==> config.mk <==
export PLATFORM = sky130hd
export DESIGN_NAME = bsbi_ctrl
export DESIGN_NICKNAME = d
export VERILOG_FILES = /design/src/sv/bsbi_pkg.sv /design/src/sv/bsbi_ctrl.sv
export SDC_FILE = /design/constraint.sdc
export NUM_CORES = 1
export LEC_CHECK = 0
export ABC_AREA = 0
export ABC_CLOCK_PERIOD_IN_PS = 1800
export BUFFER_PORTS_ARGS = -buffer_cell sky130_fd_sc_hd__buf_4
export CAP_MARGIN = 20
export CORE_AREA = 3 3 40 42
export DETAILED_ROUTE_END_ITERATION = 6
export DIE_AREA = 0 0 43 45
export PLACE_DENSITY_LB_ADDON = 0.25
export SYNTH_ARGS = -nofsm -noshare
export SYNTH_HDL_FRONTEND = slang
export SYNTH_SLANG_ARGS = --single-unit
==> constraint.sdc <==
create_clock -name clk -period 1.8 [get_ports clk]
set_clock_uncertainty 0.2 [all_clocks]
set_input_delay 0.36 -clock clk [delete_from_list [all_inputs] [get_ports clk]]
set_output_delay 0.36 -clock clk [all_outputs]
set_load 0.01 [all_outputs]
==> src/sv/bsbi_pkg.sv <==
// Package of the bounded stack: widths, operation codes and the
// command and status structs between controller and datapath. No dependencies.
package bsbi_pkg;

	localparam int DEPTH  = 1024;
	localparam int DATA_W = 32;
	localparam int ADDR_W = $clog2(DEPTH);
	localparam int CNT_W  = $clog2(DEPTH + 1);
	localparam int CAP_W  = 11;
	localparam int MODE_W = 2;

	localparam logic [CAP_W-1:0] CAP_RESET = CAP_W'(1024);

	typedef enum logic [MODE_W-1:0] {
		MODE_PUSH = 2'd0,
		MODE_POP  = 2'd1,
		MODE_INC  = 2'd2,
		MODE_NOP  = 2'd3
	} bsbi_mode_t;

	typedef struct packed {
		logic push;
		logic pop_rd;
		logic pop_sum;
		logic pop_wr;
		logic pop_empty;
		logic inc_rd;
		logic inc_wr;
	} bsbi_cmd_t;

	typedef struct packed {
		logic empty;
		logic full;
		logic inc_hit;
		logic out_free;
	} bsbi_sts_t;

endpackage

==> src/sv/bsbi_ctrl.sv <==
// Controller of the bounded stack: sequences push, pop and increment.
// Depends on bsbi_pkg for the operation codes and command/status structs.
module bsbi_ctrl (
	input  logic                        clk,
	input  logic                        arst_n,
	input  logic                        req_valid,
	output logic                        req_ready,
	input  logic [bsbi_pkg::MODE_W-1:0] req_mode,
	input  bsbi_pkg::bsbi_sts_t         sts,
	output bsbi_pkg::bsbi_cmd_t         cmd
);
	import bsbi_pkg::*;

	typedef enum logic [2:0] {
		S_IDLE,
		S_POP_SUM,
		S_POP_WR,
		S_POP_EMPTY,
		S_INC_WR
	} state_t;

	state_t state_q;
	state_t state_d;
	logic   accept;

	assign req_ready = (state_q == S_IDLE);
	assign accept    = req_valid && req_ready;

	always_comb begin
		cmd     = '0;
		state_d = state_q;
		case (state_q)
			S_IDLE: begin
				if (accept) begin
					case (req_mode)
						MODE_PUSH: begin
							cmd.push = !sts.full;
						end
						MODE_POP: begin
							if (sts.empty) begin
								state_d = S_POP_EMPTY;
							end else begin
								cmd.pop_rd = 1'b1;
								state_d    = S_POP_SUM;
							end
						end
						MODE_INC: begin
							if (sts.inc_hit) begin
								cmd.inc_rd = 1'b1;
								state_d    = S_INC_WR;
							end
						end
						default: begin
						end
					endcase
				end
			end
			S_POP_SUM: begin
				cmd.pop_sum = 1'b1;
				state_d     = S_POP_WR;
			end
			S_POP_WR: begin
				if (sts.out_free) begin
					cmd.pop_wr = 1'b1;
					state_d    = S_IDLE;
				end
			end
			S_POP_EMPTY: begin
				if (sts.out_free) begin
					cmd.pop_empty = 1'b1;
					state_d       = S_IDLE;
				end
			end
			S_INC_WR: begin
				cmd.inc_wr = 1'b1;
				state_d    = S_IDLE;
			end
			default: begin
				state_d = S_IDLE;
			end
		endcase
	end

	always_ff @(posedge clk or negedge arst_n) begin
		if (!arst_n) begin
			state_q <= S_IDLE;
		end else begin
			state_q <= state_d;
		end
	end

endmodule

Word level (Yosys, flattened, before mapping)
Index checks and enable logic that the tools add are counted.
- register bits: 3
- input bits: 9
- output and inout port bits: 8
- logic and storage cells: 37
- eq/ne operators: 10
- multiplexer cells: 20
- reduce and logical (&&, ||, !) cells: 6
- operators by type and width (operator ; count):
    $mux 1 ; 12
    $mux 3 ; 3
    $pmux 3 s3 ; 1
    $eq 3x2->1 const B ; 2
    $mux 2 ; 3
    $pmux 3 s2 ; 1
    $ne 2x1->1 const B ; 2
    $reduce_and 4->1 ; 1
    $eq 3x1->1 const B ; 1
    $eq 3x3->1 const B ; 1
    $logic_not 3->1 ; 1
    $ne 3x1->1 const B ; 1
    $ne 3x3->1 const B ; 1
    $eq 2x1->1 const B ; 1
    $eq 2x2->1 const B ; 1
    $logic_not 2->1 ; 1
    $reduce_or 2->1 ; 1
    $logic_and 1x1->1 ; 1
    $logic_not 1->1 ; 1

Longest topological paths before layout
- word-level depth: 4
- mapped depth: 3
- mapped depth without buffers: 2

Worst setup path after synthesis
OpenSTA, ideal clock, no wires.
- path type: reg2out
- from: register state_q[2]
- to: output cmd[1] (netlist name)
- arrival time: 1.224 ns
- data required time: 1.240 ns
- slack: 0.016 ns
- stages on the path, launching flop included: 4
- buffers on the path: 1
- cells stage by stage: dfrtp_1 > or3_1 > buf_6 > nor3_1
- RTL lines (item ; RTL line ; source):
    start: declaration ; bsbi_ctrl.sv:22 ; state_t state_q;
    start signal: assignment ; bsbi_ctrl.sv:88 ; state_q <= state_d;
    end: declaration ; bsbi_ctrl.sv:10 ; output bsbi_pkg::bsbi_cmd_t cmd

==> impl_metrics.prom <==
# TYPE chip_impl_metric gauge
chip_impl_metric{name="numPortBuffers",unit=""} 16
chip_impl_metric{name="yosysTopAreaCellShare",unit="%"} 34.48
chip_impl_metric{name="cts-root-to-sink-buffers",unit=""} 2
chip_impl_info{name="hold_endpoint",value="state_q[1]"} 1
chip_impl_metric{name="syn_to_final_growth",unit="%"} 91.38
chip_impl_info{name="regToRegStartpoint",value="state_q[2]"} 1
chip_impl_metric{name="rows",unit=""} 13
chip_impl_metric{name="grt.overflow.total",unit=""} 0
chip_impl_metric{name="floorplan.io_pins",unit=""} 17
chip_impl_metric{name="synth-seq-cells",unit=""} 3
chip_impl_metric{name="grt_start_max_net_pins",unit=""} 6
chip_impl_metric{name="placeableCoreArea",unit="mm^2"} 0.001285
chip_impl_metric{name="grt_pass1_vias",unit=""} 286
chip_impl_metric{name="final-hold-violation-count",unit=""} 0
chip_impl_metric{name="die_x",unit="um"} 43
chip_impl_metric{name="register_clock_pin_slew_on_the_reported_worst_setup_and_hold_paths",unit="ps"} 40
chip_impl_metric{name="dp_hpwl",unit="um"} 512.9
chip_impl_metric{name="drt_drc",unit=""} 0
chip_impl_metric{name="synth.avg_cell_area",unit="um^2"} 9.071
chip_impl_metric{name="timing.max_cap.violations",unit=""} 0
chip_impl_metric{name="finalMaxSlewViolations",unit=""} 0
chip_impl_metric{name="place_congestion",unit=""} 0.6084
chip_impl_info{name="run_status",value="finished, violations left"} 1
chip_impl_metric{name="total_global_route_track_usage",unit="%"} 8.007
chip_impl_metric{name="worst_hold_path.num_cells",unit=""} 2
chip_impl_info{name="post_synth_main_area_contributors",value="sky130_fd_sc_hd__dfrtp_1, sky130_fd_sc_hd__nor4_4, sky130_fd_sc_hd__nor3_1"} 1
chip_impl_metric{name="post_drt_wl_per_cell",unit="um"} 9.556
chip_impl_metric{name="n_antenna_cell",unit=""} 0
chip_impl_metric{name="drt-total-wl",unit="um"} 602
chip_impl_metric{name="syn_nets",unit=""} 33
chip_impl_info{name="violations_in_the_final_reports",value="negative setup slack"} 1
chip_impl_metric{name="yosysWarningCount",unit=""} 0
chip_impl_info{name="hold_start",value="sts[0]"} 1
chip_impl_metric{name="timing.critical_path.fanout_max",unit=""} 5
chip_impl_metric{name="static-leakage-power",unit="nW"} 0.1976
chip_impl_metric{name="crit_required",unit="ps"} 1240
chip_impl_info{name="cts_root_buffer",value="sky130_fd_sc_hd__clkbuf_4"} 1
chip_impl_metric{name="fp.dieH",unit="um"} 45
chip_impl_metric{name="finish.instance_area",unit="um^2"} 416.7
chip_impl_info{name="max_flop_register",value="state_q"} 1
chip_impl_metric{name="number_of_antenna_violations_at_the_first_check_in_global_routing",unit=""} 0
chip_impl_metric{name="ir_drop",unit="V"} 0.0003484
chip_impl_metric{name="tightest_slew",unit="ps"} 238.8
chip_impl_metric{name="initial_core_util",unit="%"} 16.94
chip_impl_metric{name="dpl-instance-area",unit="um^2"} 375.4
chip_impl_metric{name="largest_register_ffs",unit=""} 3
chip_impl_metric{name="finalNetCount",unit=""} 58
chip_impl_metric{name="finalSetupViolations",unit=""} 4
chip_impl_metric{name="max-slew-margin-rel",unit="%"} 84.03
chip_impl_metric{name="synth_seq_area_share",unit="%"} 34.48
chip_impl_metric{name="clock_latency",unit="ps"} 230
chip_impl_metric{name="timing.final.ws_setup",unit="ps"} -149.8
chip_impl_metric{name="rr_worst_depth",unit=""} 3
chip_impl_info{name="reg.largest.list",value="state_q: 3 flops"} 1
chip_impl_metric{name="ant_nets",unit=""} 0
chip_impl_metric{name="critical_path_arrival",unit="ps"} 1390
chip_impl_info{name="crit_path_start_kind",value="flip-flop"} 1
chip_impl_metric{name="num_vias",unit=""} 269
chip_impl_info{name="timing.critical_path.to_type",value="primary output"} 1
chip_impl_info{name="tritoncts",value="done"} 1
chip_impl_info{name="min_path_type",value="in -> reg"} 1
chip_impl_metric{name="final_core_util",unit="%"} 32.42
chip_impl_metric{name="vias_per_cell",unit=""} 4.270
chip_impl_metric{name="grt_pass1_wl",unit="mm"} 1.062
chip_impl_metric{name="timing.final.crit_share",unit="%"} 108.3
chip_impl_info{name="destination_of_the_worst_register_to_register_timing_path",value="state_q[0]"} 1
chip_impl_metric{name="dieArea",unit="mm^2"} 0.001935
chip_impl_metric{name="clock_sinks",unit=""} 3
chip_impl_metric{name="regToRegSetupSlack",unit="ps"} 440
chip_impl_metric{name="cts_htree_levels",unit=""} 1
chip_impl_metric{name="drt_first_iter_violations",unit=""} 3
chip_impl_metric{name="hold-worst-slack",unit="ps"} 140.7
chip_impl_metric{name="total_power",unit="mW"} 0.4202
chip_impl_metric{name="cts_inserted_buffers",unit=""} 3
chip_impl_metric{name="synth.lib_cells_used.distinct",unit=""} 15
chip_impl_info{name="unrepaired_setup_endpoints_after_global_routing",value="yes"} 1
chip_impl_info{name="yosys.area.top_type",value="sky130_fd_sc_hd__dfrtp_1"} 1
chip_impl_metric{name="netlist_area",unit="um^2"} 217.7
chip_impl_metric{name="drt_pre_antenna_iters",unit=""} 4
chip_impl_info{name="worst-setup-path-type",value="reg -> out"} 1
chip_impl_metric{name="layout-drive-gt1-share",unit="%"} 56.25
chip_impl_metric{name="final_period_minus_worst_setup_slack",unit="ps"} 1950
chip_impl_metric{name="fmax",unit="GHz"} 0.5129
chip_impl_metric{name="post_synthesis_cells",unit=""} 24
chip_impl_metric{name="power_per_cell_area",unit="mW/mm^2"} 1008
-- cell usage after synthesis --
master,n
sky130_fd_sc_hd__nand4b_1,1
sky130_fd_sc_hd__or3_1,1
sky130_fd_sc_hd__nand3b_1,1
sky130_fd_sc_hd__o32ai_1,1
sky130_fd_sc_hd__nor3_2,1
sky130_fd_sc_hd__nor4_4,1
sky130_fd_sc_hd__nor2_1,3
sky130_fd_sc_hd__buf_6,1
sky130_fd_sc_hd__dfrtp_1,3
sky130_fd_sc_hd__and2_1,1
sky130_fd_sc_hd__a221oi_1,1
sky130_fd_sc_hd__inv_2,1
sky130_fd_sc_hd__nand2b_1,2
sky130_fd_sc_hd__nand2_1,3
sky130_fd_sc_hd__nor3_1,3
-- final cells by class --
type | instances | area, um^2
multi-input combinational | 19 | 132.6
sequential | 3 | 75.07
fill | 149 | 868.3
tap | 15 | 18.77
timing repair buffer | 21 | 160.2
inverter | 1 | 3.754
clock buffer | 4 | 26.28
-- stage by stage --
stage / setup WS (ps) / cells / TNS (ps)
after CTS: -159.8 / 63 / -493.7
after floorplan: 15.80 / 24 / 0
final: -149.8 / 63 / -438.5
after detailed placement: 26.35 / 58 / 0
after global routing: -223.7 / 63 / -688.6
after global placement: 19.35 / 58 / 0
-- cell usage in the layout, fill, tap and decap left out --
| cell type | synthesis | layout |
|---|---|---|
| sky130_fd_sc_hd__a221oi_1 | 1 | 1 |
| sky130_fd_sc_hd__and2_1 | 1 | 1 |
| sky130_fd_sc_hd__buf_4 | 0 | 20 |
| sky130_fd_sc_hd__clkbuf_1 | 0 | 1 |
| sky130_fd_sc_hd__clkbuf_4 | 0 | 3 |
| sky130_fd_sc_hd__dfrtp_1 | 3 | 3 |
| sky130_fd_sc_hd__dlygate4sd3_1 | 0 | 1 |
| sky130_fd_sc_hd__inv_2 | 1 | 1 |
| sky130_fd_sc_hd__nand2_1 | 3 | 3 |
| sky130_fd_sc_hd__nand2b_1 | 2 | 2 |
| sky130_fd_sc_hd__nand3b_1 | 1 | 1 |
| sky130_fd_sc_hd__nand4b_1 | 1 | 1 |
| sky130_fd_sc_hd__nor2_1 | 3 | 3 |
| sky130_fd_sc_hd__nor3_1 | 3 | 3 |
| sky130_fd_sc_hd__nor3_2 | 1 | 1 |
| sky130_fd_sc_hd__nor4_4 | 1 | 1 |
| sky130_fd_sc_hd__o32ai_1 | 1 | 1 |
| sky130_fd_sc_hd__or3_4 | 0 | 1 |
-- logic make-up (layout without fill, tap and decap cells) --
| group | Yosys count | count (layout) | synth area share (%) |
|---|---|---|---|
| simple gates | 17 | 17 | 50.58 |
| flops | 3 | 3 | 34.48 |
| compound gates | 2 | 2 | 8.047 |
| buf+inv | 2 | 26 | 6.895 |
-- power by group --
| group | switching [mW] | internal (mW) |
|---|---|---|
| logic | 0.0987 | 0.114 |
| registers | 0.00858 | 0.0825 |
| clock network | 0.0337 | 0.0830 |
-- worst max-delay path by stage --
stage                    start  endpoint  slack [ps]
floorplan           state_q[2]    cmd[1]          20
global placement    state_q[2]    cmd[6]          20
detailed placement  state_q[2]    cmd[6]          30
CTS                 state_q[2]    cmd[6]        -160
global route        state_q[2]    cmd[6]        -220
finish              state_q[2]    cmd[6]        -150
-- repair_timing --
| item | CTS | global route |
|---|---|---|
| resized for setup | 1 | 0 |
| setup endpoints to repair | 4 | 4 |
| hold endpoints to repair | 3 | 0 |
| hold buffers | 1 | 0 |
| setup buffers | 0 | 0 |
-- routing by layer --
| metal | track usage (%) | wire (um) | part of all wire, % | vias up |
|---|---|---|---|---|
| li1 | - | - | - | 135 |
| met1 | 7.506 | 235 | 39 | 119 |
| met2 | 11.98 | 294 | 49 | 15 |
| met3 | 3.984 | 71 | 12 | 0 |
| met4 | 9.036 | 0 | 0 | 0 |
| met5 | 0 | 0 | 0 | - |
-- critical path, cell delays in order (launching register included) --
cell and delay [ps]:
sky130_fd_sc_hd__dfrtp_1 360, sky130_fd_sc_hd__or3_4 420, sky130_fd_sc_hd__nor4_4 210, sky130_fd_sc_hd__buf_4 160
Power figures use the tool's default switching activity.
